**src/sv/contiguous_block_allocator_top_defines.svh**
```systemverilog
// Assertion macros used by the allocator top level.
`ifndef CONTIGUOUS_BLOCK_ALLOCATOR_TOP_DEFINES_SVH
`define CONTIGUOUS_BLOCK_ALLOCATOR_TOP_DEFINES_SVH

// Same-cycle implication, disabled while reset is asserted.
`define CBA_ASSERT_IMP(name, clk, rstn, ante, cons, msg) \
    name: assert property (@(posedge clk) disable iff (!(rstn)) (ante) |-> (cons)) \
        else $error(msg);

// Next-cycle implication, disabled while reset is asserted.
`define CBA_ASSERT_NEXT(name, clk, rstn, ante, cons, msg) \
    name: assert property (@(posedge clk) disable iff (!(rstn)) (ante) |=> (cons)) \
        else $error(msg);

`endif

```
**src/sv/cba_pkg.sv**
```systemverilog
// Types and constants shared by the contiguous block allocator.
`default_nettype none
package cba_pkg;

    // Default heap size in blocks.
    localparam int HEAP_BLOCKS_DEF = 32;

    // Fixed field widths.
    localparam int SIZE_W   = 6;
    localparam int START_W  = 5;
    localparam int STATUS_W = 2;
    localparam int POLICY_W = 2;

    // Request function codes.
    localparam logic FUNC_ALLOC = 1'b0;
    localparam logic FUNC_FREE  = 1'b1;

    // Fit policy codes.
    localparam logic [POLICY_W-1:0] POL_FIRST = 2'd0;
    localparam logic [POLICY_W-1:0] POL_NEXT  = 2'd1;
    localparam logic [POLICY_W-1:0] POL_BEST  = 2'd2;
    localparam logic [POLICY_W-1:0] POL_WORST = 2'd3;

    // Result status codes.
    localparam logic [STATUS_W-1:0] ST_DONE = 2'd0;
    localparam logic [STATUS_W-1:0] ST_OOM  = 2'd1;
    localparam logic [STATUS_W-1:0] ST_BAD  = 2'd2;

    // Request beat.
    typedef struct packed {
        logic               func;
        logic [SIZE_W-1:0]  request_size;
        logic [START_W-1:0] free_start;
    } cba_req_t;

    // Result beat.
    typedef struct packed {
        logic [STATUS_W-1:0] status;
        logic [START_W-1:0]  alloc_start;
    } cba_rsp_t;

    // Sequencer controls for the run unit.
    typedef struct packed {
        logic clear;
        logic step;
        logic blk_free;
        logic last;
    } cba_run_ctl_t;

    // Run unit status toward the sequencer.
    typedef struct packed {
        logic hit_now;
        logic run_open;
        logic final_found;
    } cba_run_sts_t;

endpackage
`default_nettype wire

```
**src/sv/cba_run_unit.sv**
```systemverilog
// Free-run tracker and fit compare unit, fed one map block per cycle while step is set.
`default_nettype none
module cba_run_unit #(
    parameter int HEAP_BLOCKS = cba_pkg::HEAP_BLOCKS_DEF
) (
    input  wire logic                          aclk,
    input  wire logic                          aresetn,
    input  wire cba_pkg::cba_run_ctl_t         ctl,
    input  wire logic [$clog2(HEAP_BLOCKS)-1:0] pos,
    input  wire logic [cba_pkg::POLICY_W-1:0]  policy,
    input  wire logic [cba_pkg::SIZE_W-1:0]    req_size,
    output cba_pkg::cba_run_sts_t              sts,
    output logic [$clog2(HEAP_BLOCKS)-1:0]     run_start
);
    import cba_pkg::*;

    localparam int IDX_W = $clog2(HEAP_BLOCKS);
    localparam int LEN_W = $clog2(HEAP_BLOCKS + 1);
    localparam int CMP_W = ((LEN_W > SIZE_W) ? LEN_W : SIZE_W) + 1;

    logic [LEN_W-1:0] run_len_reg,    run_len_next;
    logic [IDX_W-1:0] run_start_reg,  run_start_next;
    logic             found_reg,      found_next;
    logic [IDX_W-1:0] best_start_reg, best_start_next;
    logic [LEN_W-1:0] best_len_reg,   best_len_next;

    logic [LEN_W-1:0] new_len;
    logic [IDX_W-1:0] cur_start;
    logic [LEN_W-1:0] cand_len;
    logic             close_run;
    logic             fits;
    logic             better;
    logic             cand_ok;
    logic             first_like;

    // Length and start of the run that includes the current block, and the fit checks.
    always_comb begin
        new_len    = ctl.blk_free ? (run_len_reg + LEN_W'(1)) : run_len_reg;
        cur_start  = (run_len_reg == '0) ? pos : run_start_reg;
        cand_len   = new_len;
        close_run  = ((run_len_reg != '0) && !ctl.blk_free) || (ctl.blk_free && ctl.last);
        fits       = CMP_W'(cand_len) >= CMP_W'(req_size);
        first_like = (policy == POL_FIRST) || (policy == POL_NEXT);
        better     = !found_reg
                   || ((policy == POL_BEST)  && (cand_len < best_len_reg))
                   || ((policy == POL_WORST) && (cand_len > best_len_reg));
        cand_ok    = !first_like && close_run && fits && better;
    end

    // Status toward the sequencer.
    always_comb begin
        sts.hit_now     = first_like && ctl.blk_free && fits;
        sts.run_open    = run_len_reg != '0;
        sts.final_found = cand_ok || found_reg;
        run_start       = (sts.hit_now || cand_ok) ? cur_start : best_start_reg;
    end

    // Run and candidate updates.
    always_comb begin
        run_len_next    = run_len_reg;
        run_start_next  = run_start_reg;
        found_next      = found_reg;
        best_start_next = best_start_reg;
        best_len_next   = best_len_reg;
        if (ctl.clear) begin
            run_len_next = '0;
            found_next   = 1'b0;
        end else if (ctl.step) begin
            run_len_next   = ctl.blk_free ? new_len : '0;
            run_start_next = cur_start;
            if (cand_ok) begin
                found_next      = 1'b1;
                best_start_next = cur_start;
                best_len_next   = cand_len;
            end
        end
    end

    always_ff @(posedge aclk) begin
        if (!aresetn) begin
            run_len_reg <= '0;
            found_reg   <= 1'b0;
        end else begin
            run_len_reg <= run_len_next;
            found_reg   <= found_next;
        end
    end

    always_ff @(posedge aclk) begin
        run_start_reg  <= run_start_next;
        best_start_reg <= best_start_next;
        best_len_reg   <= best_len_next;
    end

endmodule
`default_nettype wire

```
**src/sv/contiguous_block_allocator_top.sv**
```systemverilog
// Top level of the contiguous block allocator: map, sequencer and beat ports.
// The allocator keeps one occupancy bit per heap block in flip-flops (all free after
// reset, no clearing pass) and answers each request with one result beat. A free, a
// zero-size allocate or an allocate larger than the heap goes from accept straight to
// the result state. An allocate runs the run unit over the map at one block per cycle:
// first, best and worst fit scan from block 0 (first fit stops at the first fitting
// run); next fit scans from its pointer to the heap end and then from block 0. The
// result state loads the output register once it is free or taken, and a new request
// is taken only after the sequencer is back in idle, so the block does not accept a
// new request before it is through with the last one. The fit policy is written
// through cfg_we.
`default_nettype none
`include "contiguous_block_allocator_top_defines.svh"
module contiguous_block_allocator_top #(
    parameter int HEAP_BLOCKS = cba_pkg::HEAP_BLOCKS_DEF
) (
    input  wire logic                         aclk,
    input  wire logic                         aresetn,
    input  wire logic                         cfg_we,
    input  wire logic [cba_pkg::POLICY_W-1:0] cfg_wdata,
    input  wire logic                         s_valid,
    output logic                              s_ready,
    input  wire cba_pkg::cba_req_t            s_data,
    output logic                              m_valid,
    input  wire logic                         m_ready,
    output cba_pkg::cba_rsp_t                 m_data
);
    import cba_pkg::*;

    localparam int IDX_W = $clog2(HEAP_BLOCKS);
    localparam int LEN_W = $clog2(HEAP_BLOCKS + 1);
    localparam int CMP_W = ((LEN_W > SIZE_W) ? LEN_W : SIZE_W) + 1;
    localparam logic [CMP_W-1:0] H_X = CMP_W'(HEAP_BLOCKS);
    localparam logic [IDX_W-1:0] LAST_POS = IDX_W'(HEAP_BLOCKS - 1);

    // Sequencer states.
    localparam logic [1:0] S_IDLE   = 2'd0;
    localparam logic [1:0] S_SCAN   = 2'd1;
    localparam logic [1:0] S_RESULT = 2'd2;

    logic [1:0]             state_reg,  state_next;
    logic [HEAP_BLOCKS-1:0] occ_reg,    occ_next;
    logic [IDX_W-1:0]       nss_reg,    nss_next;
    logic [POLICY_W-1:0]    policy_reg;
    cba_req_t               req_reg,    req_next;
    logic [IDX_W-1:0]       pos_reg,    pos_next;
    logic [IDX_W-1:0]       ptr_reg,    ptr_next;
    logic                   pass_b_reg, pass_b_next;
    logic [STATUS_W-1:0]    status_reg, status_next;
    logic [IDX_W-1:0]       where_reg,  where_next;
    logic                   m_valid_reg, m_valid_next;
    cba_rsp_t               m_data_reg,  m_data_next;

    cba_run_ctl_t           run_ctl;
    cba_run_sts_t           run_sts;
    logic [IDX_W-1:0]       run_start;

    logic [CMP_W-1:0]       mask_start;
    logic [CMP_W-1:0]       mask_end;
    logic [HEAP_BLOCKS-1:0] run_mask;
    logic [CMP_W-1:0]       in_size_x;
    logic [CMP_W-1:0]       in_start_x;
    logic                   free_bad;
    logic [CMP_W-1:0]       alloc_end;
    logic                   alloc_commit;
    logic                   bw_policy;

    assign s_ready = state_reg == S_IDLE;
    assign m_valid = m_valid_reg;
    assign m_data  = m_data_reg;

    // Shared run unit, one map block per scan cycle.
    cba_run_unit #(
        .HEAP_BLOCKS (HEAP_BLOCKS)
    ) u_run (
        .aclk      (aclk),
        .aresetn   (aresetn),
        .ctl       (run_ctl),
        .pos       (pos_reg),
        .policy    (policy_reg),
        .req_size  (req_reg.request_size),
        .sts       (run_sts),
        .run_start (run_start)
    );

    // Run mask for a free at accept or an allocate at commit.
    always_comb begin
        in_size_x  = CMP_W'(s_data.request_size);
        in_start_x = CMP_W'(s_data.free_start);
        free_bad   = (in_size_x == '0) || (in_start_x >= H_X) || ((in_start_x + in_size_x) > H_X);
        if (state_reg == S_IDLE) begin
            mask_start = in_start_x;
            mask_end   = in_start_x + in_size_x;
        end else begin
            mask_start = CMP_W'(run_start);
            mask_end   = CMP_W'(run_start) + CMP_W'(req_reg.request_size);
        end
        for (int i = 0; i < HEAP_BLOCKS; i++) begin
            run_mask[i] = (CMP_W'(i) >= mask_start) && (CMP_W'(i) < mask_end);
        end
        alloc_end = CMP_W'(run_start) + CMP_W'(req_reg.request_size);
        bw_policy = (policy_reg == POL_BEST) || (policy_reg == POL_WORST);
    end

    // Sequencer.
    always_comb begin
        state_next   = state_reg;
        occ_next     = occ_reg;
        nss_next     = nss_reg;
        req_next     = req_reg;
        pos_next     = pos_reg;
        ptr_next     = ptr_reg;
        pass_b_next  = pass_b_reg;
        status_next  = status_reg;
        where_next   = where_reg;
        m_data_next  = m_data_reg;
        m_valid_next = m_valid_reg && !m_ready;
        alloc_commit = 1'b0;
        run_ctl.clear    = 1'b0;
        run_ctl.step     = 1'b0;
        run_ctl.blk_free = !occ_reg[pos_reg];
        run_ctl.last     = pos_reg == LAST_POS;

        case (state_reg)
            S_IDLE: begin
                if (s_valid) begin
                    req_next   = s_data;
                    where_next = '0;
                    state_next = S_RESULT;
                    if (s_data.func == FUNC_ALLOC) begin
                        if (in_size_x == '0) begin
                            status_next = ST_BAD;
                        end else if (in_size_x > H_X) begin
                            status_next = ST_OOM;
                        end else begin
                            state_next    = S_SCAN;
                            pos_next      = (policy_reg == POL_NEXT) ? nss_reg : '0;
                            ptr_next      = nss_reg;
                            pass_b_next   = 1'b0;
                            run_ctl.clear = 1'b1;
                        end
                    end else begin
                        if (free_bad) begin
                            status_next = ST_BAD;
                        end else begin
                            status_next = ST_DONE;
                            occ_next    = occ_reg & ~run_mask;
                        end
                    end
                end
            end
            S_SCAN: begin
                run_ctl.step = 1'b1;
                if (pass_b_reg && !run_sts.run_open && (pos_reg >= ptr_reg)) begin
                    // Wrapped search reached the pointer with no open run.
                    status_next = ST_OOM;
                    state_next  = S_RESULT;
                end else if (run_sts.hit_now || (run_ctl.last && bw_policy
                                                 && run_sts.final_found)) begin
                    alloc_commit = 1'b1;
                end else if (run_ctl.last) begin
                    if ((policy_reg == POL_NEXT) && !pass_b_reg && (ptr_reg != '0)) begin
                        pass_b_next   = 1'b1;
                        pos_next      = '0;
                        run_ctl.clear = 1'b1;
                    end else begin
                        status_next = ST_OOM;
                        state_next  = S_RESULT;
                    end
                end else begin
                    pos_next = pos_reg + IDX_W'(1);
                end
                if (alloc_commit) begin
                    status_next = ST_DONE;
                    where_next  = run_start;
                    occ_next    = occ_reg | run_mask;
                    nss_next    = (alloc_end >= H_X) ? '0 : IDX_W'(alloc_end);
                    state_next  = S_RESULT;
                end
            end
            S_RESULT: begin
                if (!m_valid_reg || m_ready) begin
                    m_valid_next            = 1'b1;
                    m_data_next.status      = status_reg;
                    m_data_next.alloc_start = START_W'(where_reg);
                    state_next              = S_IDLE;
                end
            end
            default: begin
                state_next = S_IDLE;
            end
        endcase
    end

    // Control registers.
    always_ff @(posedge aclk) begin
        if (!aresetn) begin
            state_reg   <= S_IDLE;
            occ_reg     <= '0;
            nss_reg     <= '0;
            policy_reg  <= POL_FIRST;
            m_valid_reg <= 1'b0;
        end else begin
            state_reg   <= state_next;
            occ_reg     <= occ_next;
            nss_reg     <= nss_next;
            m_valid_reg <= m_valid_next;
            if (cfg_we) begin
                policy_reg <= cfg_wdata;
            end
        end
    end

    // Payload registers.
    always_ff @(posedge aclk) begin
        req_reg    <= req_next;
        pos_reg    <= pos_next;
        ptr_reg    <= ptr_next;
        pass_b_reg <= pass_b_next;
        status_reg <= status_next;
        where_reg  <= where_next;
        m_data_reg <= m_data_next;
    end

    // A committed allocation marks its first block used.
    `CBA_ASSERT_NEXT(a_alloc_marks_map, aclk, aresetn, alloc_commit, occ_reg[$past(where_next)], "allocated block not marked used")
    // Failed or rejected results carry a zero start.
    `CBA_ASSERT_IMP(a_fail_zero_start, aclk, aresetn, m_valid_reg && (m_data_reg.status != ST_DONE), m_data_reg.alloc_start == '0, "nonzero start on failed result")
    // Only defined status codes leave the block.
    `CBA_ASSERT_IMP(a_status_code, aclk, aresetn, m_valid_reg, (m_data_reg.status == ST_DONE) || (m_data_reg.status == ST_OOM) || (m_data_reg.status == ST_BAD), "undefined status code")
    // The next fit pointer stays inside the heap.
    `CBA_ASSERT_IMP(a_nss_range, aclk, aresetn, 1'b1, nss_reg <= LAST_POS, "next fit pointer past heap end")
    // The scan position stays inside the heap.
    `CBA_ASSERT_IMP(a_pos_range, aclk, aresetn, state_reg == S_SCAN, pos_reg <= LAST_POS, "scan position past heap end")

endmodule
`default_nettype wire

```
**config.mk**
```make
export PLATFORM = sky130hd
export DESIGN_NAME = contiguous_block_allocator_top
export DESIGN_NICKNAME = d
export VERILOG_FILES = /design/src/sv/cba_pkg.sv /design/src/sv/cba_run_unit.sv /design/src/sv/contiguous_block_allocator_top.sv
export VERILOG_INCLUDE_DIRS = /design/src /design/src/sv
export SDC_FILE = /design/constraint.sdc
export NUM_CORES = 1
export LEC_CHECK = 0
export BUFFER_PORTS_ARGS = -buffer_cell sky130_fd_sc_hd__buf_2
export CORE_MARGIN = 3
export CORE_UTILIZATION = 45
export CTS_BUF_LIST = sky130_fd_sc_hd__clkbuf_8
export CTS_CLUSTER_DIAMETER = 50
export DETAILED_ROUTE_END_ITERATION = 6
export HOLD_SLACK_MARGIN = 0.03
export PLACE_DENSITY = 0.65
export SYNTH_ARGS = -nofsm -noshare
export SYNTH_HDL_FRONTEND = slang
export SYNTH_HIERARCHICAL = 1
export SYNTH_SLANG_ARGS = --single-unit
export TNS_END_PERCENT = 50
```
**constraint.sdc**
```tcl
create_clock -name aclk -period 6.35 [get_ports aclk]
set_clock_uncertainty 0.1 [all_clocks]
set_input_delay 1.27 -clock aclk [delete_from_list [all_inputs] [get_ports aclk]]
set_output_delay 1.27 -clock aclk [all_outputs]
set_load 0.1 [all_outputs]
```
---- Word-level counts from Yosys, hierarchy flattened ----
Index checks and enable logic that the tools add are counted.
cells by class
  add/sub/neg operators ................... 4
  multiply operators ...................... 0
  div/mod/pow operators ................... 0
  $lt $le $gt $ge ......................... 72
  equality and inequality tests ........... 23
  shift operators ......................... 0
  multiplexer cells ....................... 73
  bitwise logic cells ..................... 8
  reduce and logical (&&, ||, !) cells .... 87
operators with widths
  kind                  number
  $mux W32              4
  $lt A5 B7 Y1 const A  16
  $ge A5 B5 Y1 const A  16
  $mux W5               15
  $pmux W32 S2          1
  $lt A4 B7 Y1 const A  8
  $logic_and A1 B1 Y1   48
  $ge A4 B5 Y1 const A  8
  $mux W2               20
  $and A32 B32 Y32      1
  $not A32 Y32          1
  $or A32 B32 Y32       1
  $lt A3 B7 Y1 const A  4
  $mux W1               23
  $ge A3 B5 Y1 const A  4
  $ne A2 B2 Y1 const B  10
  $pmux W5 S2           2
  $reduce_and A5 Y1     3
  $add A5 B6 Y7         2
  $lt A1 B7 Y1 const A  2
  $lt A2 B7 Y1 const A  2
  $logic_not A6 Y1      2
  $mux W6               2
  $ge A1 B5 Y1 const A  2
  other kinds (38)      70
word-level totals
  register bits after elaboration ......... 96
  latch bits .............................. 0
  RAM bits ................................ 0
  ROM bits ................................ 0
  bits of input ports ..................... 19
  output and inout port bits .............. 9
  logic and storage cells ................. 285
  memories ................................ 0

---- Longest topological paths before layout ----
  word-level depth ........................ 20
  mapped depth ............................ 25
  mapped depth without buffers ............ 22

---- Modules after synthesis ----
Netlist, hierarchy kept.
modules (own cells, without submodules)
  module                          instances  cells an instance  area each (µm²)  seq. area each (µm²)
  contiguous_block_allocator_top  1          484                4819.6           1771.7
  cba_run_unit                    1          135                1402.6           620.6

---- Worst setup path before layout ----
Ideal clock, no wire load.
  kind .................................... register to register
  from .................................... register pos_reg[0]
  to ...................................... register with a tool-made name
  library setup time ...................... 72 ps
  data arrival time ....................... 6807 ps
  required time ........................... 6178 ps
  slack ................................... -629 ps
  stages on the path, launching flop included .. 26
  path buffers ............................ 3
  clock period less this slack ............ 6979 ps
  cell sequence ........................... edfxtp_1 buf_1 mux4_2 mux4_2 mux2i_1 clkbuf_1 nand4_1 nor2_1 xor2_1 ha_1 and4_4 o21a_1 o41a_1 a311oi_4 mux2_2 ha_1 inv_1 fa_1 nand2b_1 o2bb2ai_1 xnor2_1 a21oi_2 a21boi_4 buf_6 a221oi_1 mux2i_1
RTL lines
  item                      line                                   source
  start: declaration        contiguous_block_allocator_top.sv:46   logic [IDX_W-1:0] pos_reg, pos_next;
  start signal: assignment  contiguous_block_allocator_top.sv:217  pos_reg <= pos_next;

==> impl_metrics.py <==
metrics = {
    "final_layout": {
        "num_antenna_cells": 0,
        "postLayoutCellArea_um2": 7371,
        "drive_gt1_share_pct": 28.30,
        "mostFrequentLayoutCell": "nand2_1",
        "layout.nets": 744,
        "layout_common_cells": "nand2_1 (69), buf_4 (52), dfxtp_1 (49)",
        "area_delta_synth_final_pct": 18.46,
    },
    "min_path": {
        "hold_class": "register to register",
    },
    "pwr": {
        "leakage_nw": 2.891,
        "ir_drop_mv": 0.1520,
        "power_density_nw_per_um2": 250.1,
    },
    "timing": {
        "period_share_pct": 98.85,
        "fin_crit_ns": 6.277,
        "grt_setup_unrepaired": "yes",
        "hold_violations": 0,
        "relSlewSlack_pct": 36.69,
        "setup_viol": 0,
        "slew_viol_final": 0,
        "tightest_slew_ns": 0.9473,
        "setup_tns_ns": 0,
        "timing.fmax_mhz": 159.3,
    },
    "clock_tree": {
        "clockRootBuffer": "clkbuf_8",
        "cts_tree": "built",
        "clk_latency_ns": 0.40,
        "hold_buffers": 0,
        "cts_buffers": 9,
        "cts.htree.levels": 3,
        "clock_path_buffers": 2,
        "cts.sinks": 96,
        "cts.clk_slew.worst_paths_ns": 0.11,
    },
    "die": {
        "start_util_pct": 46.43,
        "ios": 28,
        "core_region_area_um2": 13400,
        "chipHeight_um": 123.6,
        "dieArea_um2": 15270,
        "die_w_um": 123.6,
        "num_rows": 42,
    },
    "routing": {
        "viasPerCell": 5.939,
        "dr.pass1.iters": 5,
        "wl_per_cell_um": 20.28,
        "drc": 0,
        "drt.antenna.violating_nets": 0,
        "dr.first_iter.drc_count": 411,
        "vias": 5179,
        "routed_wl_um": 17690,
    },
    "place": {
        "port_buffers": 27,
        "placed_area_um2": 6736,
        "place.gp.congestion": 0.9332,
        "dpl.hpwl_um": 13020,
    },
    "logic_synthesis": {
        "ys_types": 89,
        "syn_inst": 619,
        "synth-seq-area-share_pct": 38.45,
        "async_flop_share_pct": 0,
        "yosys.area.top_type": "edfxtp_1",
        "synthTopCellsByArea": "edfxtp_1 (23%), dfxtp_1 (16%), ha_1 (6.4%)",
        "yosysTopAreaCellShare_pct": 22.68,
        "yosys_warnings": 6,
        "synth_area_um2": 6222,
        "synth_seq_cells": 96,
        "synth_flop_cell": "dfxtp_1",
        "synth_area_per_cell_um2": 10.05,
        "mappedNetlistNets": 672,
        "synth_edf_count": 47,
    },
    "critical_path": {
        "crit_path_start_kind": "register",
        "cp.arrival_ns": 6.49,
        "end_kind": "register",
        "worstPathRequired_ns": 6.56,
        "worstSetupPathType": "register to register",
        "cp_max_fo": 6,
    },
    "global_routing": {
        "grt_pass1_wl_um": 27180,
        "grtUsageTotal_pct": 23.41,
        "grt_max_degree": 36,
        "overflow": 0,
        "grt_pass1_vias": 5008,
        "antenna_found_initial": 0,
    },
    "run_status": {
        "outcome": "finished, final reports clean",
    },
    "run": {
        "cap_violations": 0,
    },
}
worst max-delay path, cell delays in order, from the launching register on:
cell	delay, ns
edfxtp_1	0.42
buf_6	0.16
buf_4	0.15
mux4_2	0.29
mux4_2	0.51
mux2i_4	0.20
nand4_1	0.16
nor2_1	0.16
xor2_1	0.23
ha_1	0.30
and4_4	0.16
o21a_1	0.11
o41a_1	0.36
a311oi_4	0.34
buf_4	0.19
mux2_2	0.37
ha_4	0.33
nand2b_4	0.08
o2bb2ai_4	0.15
o211a_1	0.27
o21ai_4	0.22
a21boi_4	0.12
buf_6	0.16
buf_6	0.11
a2111oi_4	0.30
mux2i_1	0.21
metal layers:
metal  share of wire (%)  GRT usage (%)
met5                   0              0
met4                 3.7          9.343
met3                 5.5          4.678
met2                  48          39.17
met1                  42          29.68
per-stage QoR:
stage               worst slack, ns  hold slack (ns)  power [W]  instances  utilization, %
finish                      0.07309           0.3349   0.001843        872           55.00
floorplan                  0.009517           0.3003   0.001201        619               -
CTS                       -0.006861           0.3328   0.001752        853           51.86
global placement             0.1486           0.3022   0.001343        836           50.27
detailed placement         0.007341           0.3074   0.001351        836           50.27
global route                -0.1156           0.3400   0.001937        872           55.00
Yosys cell counts (17+ instances only):
master and n:
nand2_1 69, o21ai_0 21, nand3_1 17, nor2_1 45, a21oi_1 33, ha_1 32, mux2i_1 33, inv_1 35
dfxtp_1 49, edfxtp_1 47
worst paths after layout:
path | slack (ns) | endpoint | start | cells after the start
min | 0.33 | m_data[1] | where_reg[1] | 0
max reg2reg | 0.07 | register | pos_reg[0] | 25
max | 0.07 | register | pos_reg[0] | 25
min reg2reg | 0.33 | m_data[1] | where_reg[1] | 0
layout make-up:
cell class | instances | area, µm²
Multi-Input combinational cell | 463 | 3847
Fill cell | 1181 | 6030
Tap cell | 176 | 220.2
Inverter | 37 | 143.9
Clock inverter | 7 | 61.31
Timing Repair Buffer | 84 | 581.8
Clock buffer | 9 | 123.9
Sequential cell | 96 | 2392
what timing repair did:
action | in CTS | in global routing
gates cloned | 0 | 1
resized for setup | 3 | 47
buffers inserted | 1 | 20
pin swaps | 4 | 18
hold endpoints to repair | 0 | 0
setup endpoints to repair | 5 | 34
kinds of logic (layout without fill, tap and decap cells):
group / after synthesis / after routing / share of synthesized area (%)
and+or+nand+nor: 206 / 207 / 16.89
AOI/OAI and AO/OA: 153 / 153 / 19.10
DFF: 96 / 96 / 38.45
buffers and inverters: 61 / 137 / 4.846
muxes: 58 / 58 / 12.09
adders and majority gates: 34 / 34 / 7.078
xor gates and xnor gates: 11 / 11 / 1.548
power breakdown:
group          internal [W]  leakage, nW  switching [W]
Clock              0.000151       0.0945       0.000249
Sequential         0.000695        0.838      0.0000234
Combinational      0.000259         1.96       0.000466
(Power assumes the default switching activity.)
